$ cat src/hw/rtl/assert_macros.svh
// Assertion macros for the RTL files
`ifndef ASSERT_MACROS_SVH
`define ASSERT_MACROS_SVH
`ifndef ASSERT_OFF
`define LCRV_ASSERT(lbl, clk, rstn, prop, msg) \
  lbl: assert property (@(posedge clk) disable iff (!rstn) prop) else $error(msg);
`define LCRV_ASSERT_NR(lbl, clk, prop, msg) \
  lbl: assert property (@(posedge clk) prop) else $error(msg);
`else
`define LCRV_ASSERT(lbl, clk, rstn, prop, msg)
`define LCRV_ASSERT_NR(lbl, clk, prop, msg)
`endif
`endif

$ cat src/hw/rtl/lcrv_pkg.sv
// Types and constants of the LC resonance value calculator
package lcrv_pkg;
  localparam int unsigned OPC_W   = 2;
  localparam int unsigned FREQ_W  = 23;
  localparam int unsigned BASE_W  = 20;
  localparam int unsigned REFC_W  = 20;
  localparam int unsigned VAL_W   = 32;
  localparam int unsigned SCL_W   = 2;
  localparam int unsigned STAT_W  = 3;
  localparam int unsigned CIDX_W  = 3;
  localparam int unsigned CDAT_W  = 23;

  localparam logic [OPC_W-1:0] OP_BASE = 2'd0;
  localparam logic [OPC_W-1:0] OP_REF  = 2'd1;
  localparam logic [OPC_W-1:0] OP_CAP  = 2'd2;
  localparam logic [OPC_W-1:0] OP_IND  = 2'd3;

  localparam logic [STAT_W-1:0] STAT_OK     = 3'd0;
  localparam logic [STAT_W-1:0] STAT_RANGE  = 3'd1;
  localparam logic [STAT_W-1:0] STAT_ABOVE  = 3'd2;
  localparam logic [STAT_W-1:0] STAT_LOW    = 3'd3;
  localparam logic [STAT_W-1:0] STAT_UNCAL  = 3'd4;

  localparam logic [SCL_W-1:0] SCL_10FF = 2'd0;
  localparam logic [SCL_W-1:0] SCL_01PF = 2'd1;
  localparam logic [SCL_W-1:0] SCL_NH   = 2'd2;
  localparam logic [SCL_W-1:0] SCL_UH   = 2'd3;

  localparam logic [CIDX_W-1:0] REG_REF_CAP  = 3'd0;
  localparam logic [CIDX_W-1:0] REG_BASE_MIN = 3'd1;
  localparam logic [CIDX_W-1:0] REG_BASE_MAX = 3'd2;
  localparam logic [CIDX_W-1:0] REG_REF_MIN  = 3'd3;
  localparam logic [CIDX_W-1:0] REG_REF_MAX  = 3'd4;
  localparam logic [CIDX_W-1:0] REG_MEAS_MIN = 3'd5;

  localparam logic [63:0]  PI_Q60      = 64'h3243F6A8885A308D;
  localparam logic [127:0] PI_SQ_FULL  = {64'd0, PI_Q60} * {64'd0, PI_Q60};
  localparam logic [63:0]  PI_SQ_Q60   = PI_SQ_FULL[123:60];

  typedef enum logic [1:0] {UOP_END, UOP_DIV, UOP_MUL} uop_kind_e;
  typedef enum logic [3:0] {
    SRC_T, SRC_U, SRC_X, SRC_IFB, SRC_IF, SRC_I1, SRC_I10, SRC_I1K, SRC_I10K,
    SRC_I100K, SRC_I1M, SRC_IREF, SRC_ITANK, SRC_FPS
  } uop_src_e;
  typedef enum logic [1:0] {DST_T, DST_U, DST_X} uop_dst_e;
  typedef enum logic [1:0] {POST_NONE, POST_SUB1, POST_SUBU} uop_post_e;
  typedef enum logic [1:0] {COND_NONE, COND_LT10K, COND_LT1K} uop_cond_e;

  typedef struct packed {
    uop_kind_e kind;
    uop_src_e  sa;
    uop_src_e  sb;
    uop_dst_e  dst;
    uop_post_e post;
    uop_cond_e cond;
  } uop_t;

  localparam int unsigned PC_W = 5;
  localparam logic [PC_W-1:0] PC_REF = 5'd0;
  localparam logic [PC_W-1:0] PC_CAP = 5'd4;
  localparam logic [PC_W-1:0] PC_IND = 5'd9;

  function automatic uop_t mk(input uop_kind_e k, input uop_src_e a, input uop_src_e b,
                              input uop_dst_e d, input uop_post_e p, input uop_cond_e c);
    uop_t u;
    u.kind = k; u.sa = a; u.sb = b; u.dst = d; u.post = p; u.cond = c;
    return u;
  endfunction

  // step programs: reference from 0, capacitor from 4, inductor from 9
  function automatic uop_t decode(input logic [PC_W-1:0] pc);
    uop_t u;
    u = mk(UOP_END, SRC_T, SRC_T, DST_T, POST_NONE, COND_NONE);
    unique case (pc)
      5'd0:  u = mk(UOP_DIV, SRC_IFB, SRC_IF, DST_T, POST_NONE, COND_NONE);
      5'd1:  u = mk(UOP_MUL, SRC_T, SRC_T, DST_T, POST_SUB1, COND_NONE);
      5'd2:  u = mk(UOP_DIV, SRC_IREF, SRC_T, DST_X, POST_NONE, COND_NONE);
      5'd4:  u = mk(UOP_DIV, SRC_IFB, SRC_IF, DST_T, POST_NONE, COND_NONE);
      5'd5:  u = mk(UOP_MUL, SRC_T, SRC_T, DST_T, POST_SUB1, COND_NONE);
      5'd6:  u = mk(UOP_MUL, SRC_ITANK, SRC_T, DST_X, POST_NONE, COND_NONE);
      5'd7:  u = mk(UOP_MUL, SRC_X, SRC_I10, DST_X, POST_NONE, COND_LT10K);
      5'd9:  u = mk(UOP_DIV, SRC_IF, SRC_I10K, DST_T, POST_NONE, COND_NONE);
      5'd10: u = mk(UOP_MUL, SRC_T, SRC_T, DST_T, POST_NONE, COND_NONE);
      5'd11: u = mk(UOP_DIV, SRC_I1, SRC_T, DST_U, POST_NONE, COND_NONE);
      5'd12: u = mk(UOP_DIV, SRC_IFB, SRC_I10K, DST_T, POST_NONE, COND_NONE);
      5'd13: u = mk(UOP_MUL, SRC_T, SRC_T, DST_T, POST_NONE, COND_NONE);
      5'd14: u = mk(UOP_DIV, SRC_I1, SRC_T, DST_T, POST_SUBU, COND_NONE);
      5'd15: u = mk(UOP_MUL, SRC_FPS, SRC_ITANK, DST_X, POST_NONE, COND_NONE);
      5'd16: u = mk(UOP_DIV, SRC_X, SRC_I100K, DST_X, POST_NONE, COND_NONE);
      5'd17: u = mk(UOP_DIV, SRC_I1, SRC_X, DST_X, POST_NONE, COND_NONE);
      5'd18: u = mk(UOP_MUL, SRC_X, SRC_I1M, DST_X, POST_NONE, COND_NONE);
      5'd19: u = mk(UOP_MUL, SRC_X, SRC_T, DST_X, POST_NONE, COND_NONE);
      5'd20: u = mk(UOP_MUL, SRC_X, SRC_I1K, DST_X, POST_NONE, COND_LT1K);
      default: u = mk(UOP_END, SRC_T, SRC_T, DST_T, POST_NONE, COND_NONE);
    endcase
    return u;
  endfunction
endpackage

$ cat src/hw/rtl/lcrv_if.sv
// Handshake channel interfaces: input item, result item, register write
interface lcrv_in_if;
  logic                         valid;
  logic                         ready;
  logic [lcrv_pkg::OPC_W-1:0]   opcode;
  logic [lcrv_pkg::FREQ_W-1:0]  freq;
  modport source (output valid, output opcode, output freq, input ready);
  modport sink (input valid, input opcode, input freq, output ready);
endinterface

interface lcrv_res_if;
  logic                         valid;
  logic                         ready;
  logic [lcrv_pkg::VAL_W-1:0]   value;
  logic [lcrv_pkg::SCL_W-1:0]   scale_code;
  logic [lcrv_pkg::STAT_W-1:0]  status;
  modport source (output valid, output value, output scale_code, output status, input ready);
  modport sink (input valid, input value, input scale_code, input status, output ready);
endinterface

interface lcrv_cfg_if;
  logic                         valid;
  logic                         ready;
  logic [lcrv_pkg::CIDX_W-1:0]  index;
  logic [lcrv_pkg::CDAT_W-1:0]  data;
  modport source (output valid, output index, output data, input ready);
  modport sink (input valid, input index, input data, output ready);
endinterface

$ cat src/hw/rtl/lc_resonance_value_calculator_core.sv
// Top level: LC meter value calculator with shared serial divider and multiplier
// Items that only carry a status go straight to the finish state; reference, capacitor
// and inductor items run their step program between accept and the result beat.
// Throughput: one item at a time; the 1 bit/cycle divider dominates.
// Reset: async active low; config registers to defaults, base and calibration cleared.
`include "assert_macros.svh"
module lc_resonance_value_calculator_core #(
  parameter int unsigned FRAC_BITS = 32
) (
  input  logic         clk_i,
  input  logic         rst_ni,
  lcrv_in_if.sink      in_i,
  lcrv_res_if.source   res_o,
  lcrv_cfg_if.sink     cfg_i
);
  localparam logic [2:0] ST_IDLE  = 3'd0;
  localparam logic [2:0] ST_ISSUE = 3'd1;
  localparam logic [2:0] ST_DIV   = 3'd2;
  localparam logic [2:0] ST_MUL   = 3'd3;
  localparam logic [2:0] ST_WB    = 3'd4;
  localparam logic [2:0] ST_FIN   = 3'd5;

  localparam logic [63:0] FX_MAX = '1;
  localparam logic [63:0] ONE    = 64'd1 << FRAC_BITS;
  localparam logic [63:0] HALF   = 64'd1 << (FRAC_BITS - 1);
  localparam logic [63:0] FPS    = lcrv_pkg::PI_SQ_Q60 >> (58 - FRAC_BITS);
  localparam logic [63:0] LIM10K = 64'd10000 << FRAC_BITS;
  localparam logic [63:0] LIM1K  = 64'd1000 << FRAC_BITS;

  function automatic logic [63:0] fx_int(input logic [31:0] n);
    return {32'd0, n} << FRAC_BITS;
  endfunction

  logic [2:0]                    st_q, st_d;
  logic [lcrv_pkg::PC_W-1:0]     pc_q, pc_d;
  logic [5:0]                    cnt_q, cnt_d;
  logic [lcrv_pkg::OPC_W-1:0]    op_q, op_d;
  logic [lcrv_pkg::FREQ_W-1:0]   f_q, f_d;
  logic [lcrv_pkg::STAT_W-1:0]   stat_q, stat_d;
  logic                          small_q, small_d;
  logic [lcrv_pkg::REFC_W-1:0]   refc_q, refc_d;
  logic [lcrv_pkg::FREQ_W-1:0]   bmin_q, bmin_d, bmax_q, bmax_d;
  logic [lcrv_pkg::FREQ_W-1:0]   rmin_q, rmin_d, rmax_q, rmax_d, mmin_q, mmin_d;
  logic [lcrv_pkg::BASE_W-1:0]   base_q, base_d;
  logic                          bvld_q, bvld_d, cal_q, cal_d;
  logic [31:0]                   tank_q, tank_d;
  logic [63:0]                   x_q, x_d, t_q, t_d, u_q, u_d;
  logic [63:0]                   opa_q, opa_d, opb_q, opb_d;
  logic [63:0]                   r_q, r_d, lo_q, lo_d, qt_q, qt_d;
  logic [127:0]                  acc_q, acc_d;
  logic                          ov_q, ov_d;
  logic [31:0]                   oval_q, oval_d;
  logic [lcrv_pkg::SCL_W-1:0]    oscl_q, oscl_d;
  logic [lcrv_pkg::STAT_W-1:0]   ost_q, ost_d;

  lcrv_pkg::uop_t                uop;
  logic [63:0]                   src_a, src_b, rsh, mul_res, wb_res, post_res, rnd_s, rnd_h;
  logic [31:0]                   rnd;
  logic                          ge, cond_ok;
  logic [31:0]                   pa, pb;
  logic [63:0]                   pp;
  logic [1:0]                    pp_sh;
  logic [lcrv_pkg::FREQ_W-1:0]   fe;
  logic [lcrv_pkg::FREQ_W-1:0]   base_ext;

  function automatic logic [63:0] src_sel(input lcrv_pkg::uop_src_e s, input logic [63:0] t,
                                          input logic [63:0] u, input logic [63:0] x,
                                          input logic [lcrv_pkg::FREQ_W-1:0] fb,
                                          input logic [lcrv_pkg::FREQ_W-1:0] f,
                                          input logic [31:0] refc, input logic [31:0] tank);
    logic [63:0] v;
    v = t;
    case (s)
      lcrv_pkg::SRC_T:     v = t;
      lcrv_pkg::SRC_U:     v = u;
      lcrv_pkg::SRC_X:     v = x;
      lcrv_pkg::SRC_IFB:   v = fx_int(32'(fb));
      lcrv_pkg::SRC_IF:    v = fx_int(32'(f));
      lcrv_pkg::SRC_I1:    v = fx_int(32'd1);
      lcrv_pkg::SRC_I10:   v = fx_int(32'd10);
      lcrv_pkg::SRC_I1K:   v = fx_int(32'd1000);
      lcrv_pkg::SRC_I10K:  v = fx_int(32'd10000);
      lcrv_pkg::SRC_I100K: v = fx_int(32'd100000);
      lcrv_pkg::SRC_I1M:   v = fx_int(32'd1000000);
      lcrv_pkg::SRC_IREF:  v = fx_int(refc);
      lcrv_pkg::SRC_ITANK: v = fx_int(tank);
      lcrv_pkg::SRC_FPS:   v = FPS;
      default:             v = t;
    endcase
    return v;
  endfunction

  assign in_i.ready       = (st_q == ST_IDLE);
  assign cfg_i.ready      = 1'b1;
  assign res_o.valid      = ov_q;
  assign res_o.value      = oval_q;
  assign res_o.scale_code = oscl_q;
  assign res_o.status     = ost_q;

  always_comb begin
    base_ext = lcrv_pkg::FREQ_W'(base_q);
    uop   = lcrv_pkg::decode(pc_q);
    src_a = src_sel(uop.sa, t_q, u_q, x_q, base_ext, f_q, 32'(refc_q), tank_q);
    src_b = src_sel(uop.sb, t_q, u_q, x_q, base_ext, f_q, 32'(refc_q), tank_q);
    // serial divider step
    rsh = {r_q[62:0], lo_q[63]};
    ge  = r_q[63] || (rsh >= opb_q);
    // multiplier partial product
    pa    = cnt_q[1] ? opa_q[63:32] : opa_q[31:0];
    pb    = cnt_q[0] ? opb_q[63:32] : opb_q[31:0];
    pp    = {32'd0, pa} * {32'd0, pb};
    pp_sh = 2'({1'b0, cnt_q[1]} + {1'b0, cnt_q[0]});
    mul_res = ((acc_q >> (64 + FRAC_BITS)) != '0) ? FX_MAX : acc_q[FRAC_BITS +: 64];
    wb_res  = (uop.kind == lcrv_pkg::UOP_DIV) ? qt_q : mul_res;
    case (uop.post)
      lcrv_pkg::POST_SUB1: post_res = (wb_res > ONE) ? wb_res - ONE : '0;
      lcrv_pkg::POST_SUBU: post_res = (u_q > wb_res) ? u_q - wb_res : '0;
      default:             post_res = wb_res;
    endcase
    case (uop.cond)
      lcrv_pkg::COND_LT10K: cond_ok = x_q < LIM10K;
      lcrv_pkg::COND_LT1K:  cond_ok = x_q < LIM1K;
      default:              cond_ok = 1'b1;
    endcase
    rnd_s = (x_q > FX_MAX - HALF) ? FX_MAX : x_q + HALF;
    rnd_h = rnd_s >> FRAC_BITS;
    rnd   = (rnd_h[63:32] != '0) ? '1 : rnd_h[31:0];
    fe    = ((in_i.opcode == lcrv_pkg::OP_IND) && (in_i.freq <= 23'd10)) ? base_ext : in_i.freq;

    st_d = st_q; pc_d = pc_q; cnt_d = cnt_q; op_d = op_q; f_d = f_q; stat_d = stat_q;
    small_d = small_q; refc_d = refc_q; bmin_d = bmin_q; bmax_d = bmax_q;
    rmin_d = rmin_q; rmax_d = rmax_q; mmin_d = mmin_q; base_d = base_q;
    bvld_d = bvld_q; cal_d = cal_q; tank_d = tank_q; x_d = x_q; t_d = t_q; u_d = u_q;
    opa_d = opa_q; opb_d = opb_q; r_d = r_q; lo_d = lo_q; qt_d = qt_q; acc_d = acc_q;
    ov_d = ov_q && !res_o.ready; oval_d = oval_q; oscl_d = oscl_q; ost_d = ost_q;

    if (cfg_i.valid) begin
      unique case (cfg_i.index)
        lcrv_pkg::REG_REF_CAP:  refc_d = cfg_i.data[lcrv_pkg::REFC_W-1:0];
        lcrv_pkg::REG_BASE_MIN: bmin_d = cfg_i.data;
        lcrv_pkg::REG_BASE_MAX: bmax_d = cfg_i.data;
        lcrv_pkg::REG_REF_MIN:  rmin_d = cfg_i.data;
        lcrv_pkg::REG_REF_MAX:  rmax_d = cfg_i.data;
        lcrv_pkg::REG_MEAS_MIN: mmin_d = cfg_i.data;
        default: ;
      endcase
    end

    unique case (st_q)
      ST_IDLE: begin
        if (in_i.valid) begin
          op_d = in_i.opcode; f_d = fe; stat_d = lcrv_pkg::STAT_OK; small_d = 1'b0;
          st_d = ST_FIN;
          unique case (in_i.opcode)
            lcrv_pkg::OP_BASE: begin
              if (in_i.freq >= bmin_q && in_i.freq <= bmax_q &&
                  in_i.freq[lcrv_pkg::FREQ_W-1:lcrv_pkg::BASE_W] == '0) begin
                base_d = in_i.freq[lcrv_pkg::BASE_W-1:0];
                bvld_d = 1'b1;
              end else begin
                bvld_d = 1'b0;
                stat_d = lcrv_pkg::STAT_RANGE;
              end
              cal_d = 1'b0;
            end
            lcrv_pkg::OP_REF: begin
              if (!bvld_q) begin
                stat_d = lcrv_pkg::STAT_UNCAL;
              end else if (in_i.freq < rmin_q || in_i.freq > rmax_q) begin
                stat_d = lcrv_pkg::STAT_RANGE; cal_d = 1'b0;
              end else if (in_i.freq >= base_ext) begin
                stat_d = lcrv_pkg::STAT_ABOVE; cal_d = 1'b0;
              end else begin
                pc_d = lcrv_pkg::PC_REF; st_d = ST_ISSUE;
              end
            end
            default: begin
              if (!cal_q) begin
                stat_d = lcrv_pkg::STAT_UNCAL;
              end else if (in_i.freq > base_ext) begin
                stat_d = lcrv_pkg::STAT_ABOVE;
              end else if (fe < mmin_q) begin
                stat_d = lcrv_pkg::STAT_LOW;
              end else begin
                pc_d = (in_i.opcode == lcrv_pkg::OP_CAP) ? lcrv_pkg::PC_CAP : lcrv_pkg::PC_IND;
                st_d = ST_ISSUE;
              end
            end
          endcase
        end
      end
      ST_ISSUE: begin
        opa_d = src_a; opb_d = src_b;
        if (uop.kind == lcrv_pkg::UOP_END || !cond_ok) begin
          st_d = ST_FIN;
        end else begin
          if (uop.cond != lcrv_pkg::COND_NONE) small_d = 1'b1;
          if (uop.kind == lcrv_pkg::UOP_DIV) begin
            if (src_b == '0 || (src_a >> (64 - FRAC_BITS)) >= src_b) begin
              qt_d = FX_MAX; st_d = ST_WB;
            end else begin
              r_d = src_a >> (64 - FRAC_BITS); lo_d = src_a << FRAC_BITS;
              qt_d = '0; cnt_d = 6'd63; st_d = ST_DIV;
            end
          end else begin
            acc_d = '0; cnt_d = '0; st_d = ST_MUL;
          end
        end
      end
      ST_DIV: begin
        r_d  = ge ? rsh - opb_q : rsh;
        lo_d = {lo_q[62:0], 1'b0};
        qt_d = {qt_q[62:0], ge};
        cnt_d = cnt_q - 6'd1;
        if (cnt_q == '0) begin
          cnt_d = '0; st_d = ST_WB;
        end
      end
      ST_MUL: begin
        acc_d = acc_q + ({64'd0, pp} << {pp_sh, 5'd0});
        cnt_d = cnt_q + 6'd1;
        if (cnt_q[1:0] == 2'd3) begin
          cnt_d = '0; st_d = ST_WB;
        end
      end
      ST_WB: begin
        unique case (uop.dst)
          lcrv_pkg::DST_T: t_d = post_res;
          lcrv_pkg::DST_U: u_d = post_res;
          default:         x_d = post_res;
        endcase
        pc_d = pc_q + 5'd1;
        st_d = ST_ISSUE;
      end
      ST_FIN: begin
        if (!ov_q || res_o.ready) begin
          ov_d = 1'b1; ost_d = stat_q; oval_d = '0; oscl_d = lcrv_pkg::SCL_10FF;
          if (stat_q == lcrv_pkg::STAT_OK) begin
            unique case (op_q)
              lcrv_pkg::OP_BASE: ;
              lcrv_pkg::OP_REF: begin
                tank_d = rnd; cal_d = 1'b1; oval_d = rnd; oscl_d = lcrv_pkg::SCL_01PF;
              end
              lcrv_pkg::OP_CAP: begin
                oval_d = rnd; oscl_d = small_q ? lcrv_pkg::SCL_10FF : lcrv_pkg::SCL_01PF;
              end
              default: begin
                oval_d = rnd; oscl_d = small_q ? lcrv_pkg::SCL_NH : lcrv_pkg::SCL_UH;
              end
            endcase
          end
          st_d = ST_IDLE;
        end
      end
      default: st_d = ST_IDLE;
    endcase
  end

  always_ff @(posedge clk_i or negedge rst_ni) begin
    if (!rst_ni) begin
      st_q <= ST_IDLE; pc_q <= '0; cnt_q <= '0; ov_q <= 1'b0;
      refc_q <= 20'd10000; bmin_q <= 23'd550000; bmax_q <= 23'd650000;
      rmin_q <= 23'd400000; rmax_q <= 23'd440000; mmin_q <= 23'd10000;
      base_q <= '0; bvld_q <= 1'b0; cal_q <= 1'b0; tank_q <= '0;
    end else begin
      st_q <= st_d; pc_q <= pc_d; cnt_q <= cnt_d; ov_q <= ov_d;
      refc_q <= refc_d; bmin_q <= bmin_d; bmax_q <= bmax_d;
      rmin_q <= rmin_d; rmax_q <= rmax_d; mmin_q <= mmin_d;
      base_q <= base_d; bvld_q <= bvld_d; cal_q <= cal_d; tank_q <= tank_d;
    end
  end

  always_ff @(posedge clk_i) begin
    op_q <= op_d; f_q <= f_d; stat_q <= stat_d; small_q <= small_d;
    x_q <= x_d; t_q <= t_d; u_q <= u_d; opa_q <= opa_d; opb_q <= opb_d;
    r_q <= r_d; lo_q <= lo_d; qt_q <= qt_d; acc_q <= acc_d;
    oval_q <= oval_d; oscl_q <= oscl_d; ost_q <= ost_d;
  end

  `LCRV_ASSERT(a_cal_needs_base, clk_i, rst_ni, (!cal_q || bvld_q), "calibrated without base")
  `LCRV_ASSERT(a_res_from_fin, clk_i, rst_ni,
               ($rose(ov_q) |-> $past(st_q) == ST_FIN), "beat not from finish")
  `LCRV_ASSERT(a_err_zero, clk_i, rst_ni,
               ((ov_q && ost_q != lcrv_pkg::STAT_OK) |->
                (oval_q == '0 && oscl_q == lcrv_pkg::SCL_10FF)), "error beat carries value")
endmodule
$ cat src/flat_wrapper.sv
// flat-port wrapper written by rule: the top's interface ports become plain ports
module lc_resonance_value_calculator_core_flat 
#(
  parameter int unsigned FRAC_BITS = 32
)
  (clk_i, rst_ni, in_i_valid, in_i_opcode, in_i_freq, in_i_ready, res_o_valid, res_o_value, res_o_scale_code, res_o_status, res_o_ready, cfg_i_valid, cfg_i_index, cfg_i_data, cfg_i_ready);
  lcrv_in_if in_i_i ();
  lcrv_res_if res_o_i ();
  lcrv_cfg_if cfg_i_i ();
  input  logic clk_i;
  input  logic rst_ni;
  input wire logic [$bits(in_i_i.valid)-1:0] in_i_valid;
  input wire logic [$bits(in_i_i.opcode)-1:0] in_i_opcode;
  input wire logic [$bits(in_i_i.freq)-1:0] in_i_freq;
  output wire logic [$bits(in_i_i.ready)-1:0] in_i_ready;
  output wire logic [$bits(res_o_i.valid)-1:0] res_o_valid;
  output wire logic [$bits(res_o_i.value)-1:0] res_o_value;
  output wire logic [$bits(res_o_i.scale_code)-1:0] res_o_scale_code;
  output wire logic [$bits(res_o_i.status)-1:0] res_o_status;
  input wire logic [$bits(res_o_i.ready)-1:0] res_o_ready;
  input wire logic [$bits(cfg_i_i.valid)-1:0] cfg_i_valid;
  input wire logic [$bits(cfg_i_i.index)-1:0] cfg_i_index;
  input wire logic [$bits(cfg_i_i.data)-1:0] cfg_i_data;
  output wire logic [$bits(cfg_i_i.ready)-1:0] cfg_i_ready;
  assign in_i_i.valid = in_i_valid;
  assign in_i_i.opcode = in_i_opcode;
  assign in_i_i.freq = in_i_freq;
  assign in_i_ready = in_i_i.ready;
  assign res_o_valid = res_o_i.valid;
  assign res_o_value = res_o_i.value;
  assign res_o_scale_code = res_o_i.scale_code;
  assign res_o_status = res_o_i.status;
  assign res_o_i.ready = res_o_ready;
  assign cfg_i_i.valid = cfg_i_valid;
  assign cfg_i_i.index = cfg_i_index;
  assign cfg_i_i.data = cfg_i_data;
  assign cfg_i_ready = cfg_i_i.ready;
  lc_resonance_value_calculator_core #(.FRAC_BITS(FRAC_BITS)) u_core (.clk_i(clk_i), .rst_ni(rst_ni), .in_i(in_i_i), .res_o(res_o_i), .cfg_i(cfg_i_i));
endmodule
$ cat config.mk
export PLATFORM = sky130hd
export DESIGN_NAME = lc_resonance_value_calculator_core_flat
export DESIGN_NICKNAME = d
export VERILOG_FILES = /design/src/hw/rtl/lcrv_pkg.sv /design/src/hw/rtl/lcrv_if.sv /design/src/hw/rtl/lc_resonance_value_calculator_core.sv /design/src/flat_wrapper.sv
export VERILOG_INCLUDE_DIRS = /design/src /design/src/hw/rtl
export SDC_FILE = /design/constraint.sdc
export NUM_CORES = 2
export LEC_CHECK = 0
export BUFFER_PORTS_ARGS = -buffer_cell sky130_fd_sc_hd__buf_2
export CORE_MARGIN = 4
export CORE_UTILIZATION = 53
export DETAILED_ROUTE_END_ITERATION = 12
export PLACE_DENSITY = 0.83
export SLEW_MARGIN = 20
export SYNTH_ARGS = -nofsm -noshare
export SYNTH_HDL_FRONTEND = slang
export SYNTH_SLANG_ARGS = --single-unit
$ cat constraint.sdc
create_clock -name clk_i -period 14.7 [get_ports clk_i]
set_input_delay 2.94 -clock clk_i [delete_from_list [all_inputs] [get_ports clk_i]]
set_output_delay 2.94 -clock clk_i [all_outputs]
set_load 0.01 [all_outputs]
==> impl_metrics.tcl <==
set metrics [dict create \
    ys_ff_latch 878 \
    dieHeight_um 426 \
    fmax_ghz 0.0716 \
    grt_usage_pct 38.4 \
    gp_congestion 1.07 \
    worstHoldEndpoint "u_core.res_o.status[2]" \
    nets 11800 \
    final-seq-area_sq_um 25400 \
    dr.pass1.iters 12 \
    min_path_type "flop to flop" \
    clk_path_buf_depth 3 \
    r2r-end "u_core.acc_q[126]" \
    synth-simple-area-share_pct 14.8 \
    min_period_ps 13960 \
    overflow 0 \
    yosys.area_share.xor_xnor_pct 3.10 \
    startpoint_type "flop" \
    syn_inst 10200 \
    num_rows 153 \
    wirelength_um 354000 \
    yosysSeqAreaShare_pct 27.4 \
    cp_slowest_cell "mux2i_4" \
    synth_area_per_cell_sq_um 9.09 \
    core_sq_um 174000 \
    skew_ps 81.6 \
    cp.required_ps 15310 \
    hold_buffers 0 \
    setup_viol 0 \
    vias_per_cell 6.51 \
    synth_nets 11900 \
    max_stage_delay_ps 830 \
    cp-end-kind "flop" \
    path_common_cell "fa_1" \
    clock-sinks 878 \
    htreeDepth 3 \
    post-route-drc-count 0 \
    drive_above_1_share_pct 8.08 \
    async_reset_ff_share_pct 23.2 \
    worst_slew_pin_slew_ps 1350 \
    fillers 15000 \
    hold_viol_final 0 \
    holdPathStages 0 \
    synth.distinct_cells 109 \
    ant_nets 0 \
    fp.dieW_um 426 \
    numPortBuffers 94 \
    drt_iter0_drc 11100 \
    grt_pass1_wl_um 519000 \
    synth_compound_area_share_pct 15.9 \
    cts_tree "done" \
    ff2ff_path_depth 41 \
    worstHoldStart "u_core.stat_q[2]" \
    multi_input_area_sq_um 60900 \
    vias 81700 \
    critPathKind "flop to flop" \
    die_area_sq_um 182000 \
    relSlewSlack_pct 9.47 \
    reg2reg_from "u_core.cnt_q[0]" \
    drv_cap 0 \
    worst-endpoint-arrival_ps 14570 \
    outcome "finished clean" \
    synth_ff_type "edfxtp_1" \
    rsz0062_at_grt "false" \
    synth_top_family_by_area "adder cells" \
    min_period_over_period_pct 95.0 \
    cts_resized 0 \
    cts_setup_buffers 0 \
    dp_hpwl_um 283000 \
    grt_pass1_vias 79600 \
    fin_tns_setup_ps 0 \
    synth_edf_count 674 \
    synthAdderAreaFrac_pct 28.9 \
    io_pins 96 \
    cts-root-buf "clkbuf_16" \
    critPathMaxFanout 40 \
    yosys_warnings 0 \
    clk_pin_slew_ps 60 \
    cts_inserted_buffers 95 \
    initial_utilization_pct 53.3 \
    clock_latency_ps 790 \
    synthMuxAreaShare_pct 2.60 \
    slew_violations 0 \
    syn_area_sq_um 92700 \
    antenna_found_initial 27 \
    grt_max_degree 129 \
    area_growth_pct 7.53 \
    reg2reg_slack_ps 740 \
    routedWlPerCell_um 28.3 \
]
worst max-delay path: cells and delay by family (launching register included):
| kind | cells | cell delay (ps) |
|---|---|---|
| muxes | 1 | 830 |
| and+or+nand+nor | 11 | 2230 |
| xor gates and xnor gates | 1 | 410 |
| adders and majority gates | 10 | 4850 |
| DFF | 1 | 760 |
| AOI/OAI and AO/OA | 13 | 3580 |
| buffers and inverters | 5 | 1110 |
layer usage:
| metal | vias to the layer above | routed length (um) | GRT usage [%] |
|---|---|---|---|
| met2 | 5557 | 147000 | 55.2 |
| met5 | - | 41 | 0 |
| met3 | 1273 | 47600 | 11.6 |
| met4 | 6 | 27300 | 23.2 |
| li1 | 34700 | - | - |
| met1 | 40100 | 132000 | 51.1 |
layout by cell type (no fill, tap or decap), types with 93 or more instances in the layout:
master,Yosys,final
xnor2_1,186,186
nor2b_1,97,97
a21oi_1,608,605
mux2_2,153,153
nand4_1,135,135
nand3_1,112,112
clkbuf_16,0,95
buf_4,7,231
nand2_1,1064,1062
xor2_1,140,140
fa_1,899,899
buf_2,32,93
ha_1,701,699
nor2_1,1132,1128
o21ai_0,501,495
a21o_1,325,325
nor3_1,113,107
edfxtp_1,674,674
dfrtp_1,163,161
inv_1,1267,1265
state kept, by name, indices dropped and copies added, names as in the netlist, 32 cells and up:
signal,count
u_core.acc_q,128
u_core.opa_q,64
u_core.opb_q,64
u_core.qt_q,64
u_core.r_q,64
u_core.t_q,64
u_core.u_q,64
u_core.x_q,64
u_core.lo_q,32
u_core.res_o.value,32
u_core.tank_q,32
cells in the mapped netlist, drive strengths merged (21+ instances only):
cell type | number | area, sq um
nor2b | 97 | 607
a22oi | 65 | 488
a21o | 325 | 2440
o211ai | 29 | 218
nand2 | 1065 | 4000
dfstp | 41 | 1080
xor2 | 140 | 1230
buf | 62 | 299
o21a | 49 | 369
nand3 | 112 | 561
a21boi | 55 | 413
nor4 | 80 | 513
fa | 899 | 18000
or2 | 21 | 131
ha | 701 | 8770
and3 | 55 | 344
nand2b | 71 | 452
or3 | 77 | 482
o31ai | 31 | 238
and2 | 53 | 334
edfxtp | 674 | 20200
o22ai | 84 | 532
nor2 | 1135 | 4270
clkbuf | 467 | 1750
nor3 | 114 | 576
mux2 | 154 | 1740
a31oi | 88 | 557
a21oi | 612 | 3080
mux2i | 67 | 671
a222oi | 49 | 490
xnor2 | 186 | 1630
inv | 1268 | 4760
a211oi | 44 | 335
o21bai | 80 | 601
a22o | 24 | 210
o21ai | 527 | 2640
o221ai | 22 | 193
dfrtp | 163 | 4080
nand4 | 135 | 845
stage by stage:
| stage | utilization, % | cells | hold slack [ps] | area (sq um) | worst slack (ps) |
|---|---|---|---|---|---|
| floorplan | - | 10200 | 427 | 92700 | 917 |
| CTS | 57.3 | 12500 | 463 | 99600 | 991 |
| global route | 57.3 | 12500 | 483 | 99700 | 250 |
| global placement | 55.4 | 12300 | 442 | 96300 | 1320 |
| detailed placement | 55.4 | 12300 | 449 | 96400 | 1070 |
| finish | 57.3 | 12500 | 464 | 99700 | 739 |
cell type report:
cell class,count,share of cell area (%)
Multi-Input combinational cell,7529,61.1
Inverter,1270,4.78
Tap cell,2325,2.92
Timing Repair Buffer,334,2.38
Clock inverter,66,0.804
Sequential cell,878,25.5
Antenna cell,20,0.0502
Clock buffer,113,2.48
worst max path at each step:
stage	start	to	cells after the start
floorplan	u_core.st_q[0]	u_core.acc_q[0]	5
global placement	u_core.cnt_q[0]	u_core.acc_q[113]	42
detailed placement	u_core.cnt_q[0]	u_core.acc_q[126]	41
CTS	u_core.cnt_q[0]	u_core.acc_q[126]	41
global route	u_core.cnt_q[0]	u_core.acc_q[126]	41
finish	u_core.cnt_q[0]	u_core.acc_q[126]	41
kinds of logic (layout without fill, tap and decap cells):
logic type      count (synthesis)  count (layout)
compound gates               2290            2290
xor+xnor                      327             327
fa+ha+maj                    1600            1600
buf+inv                      1799            1783
flops                         878             878
mux                           221             221
other cells                     1              21
simple gates                 3090            3090
Power is not shown: default switching activity piles up to over one toggle a cycle in this logic, so the estimate is an artifact.
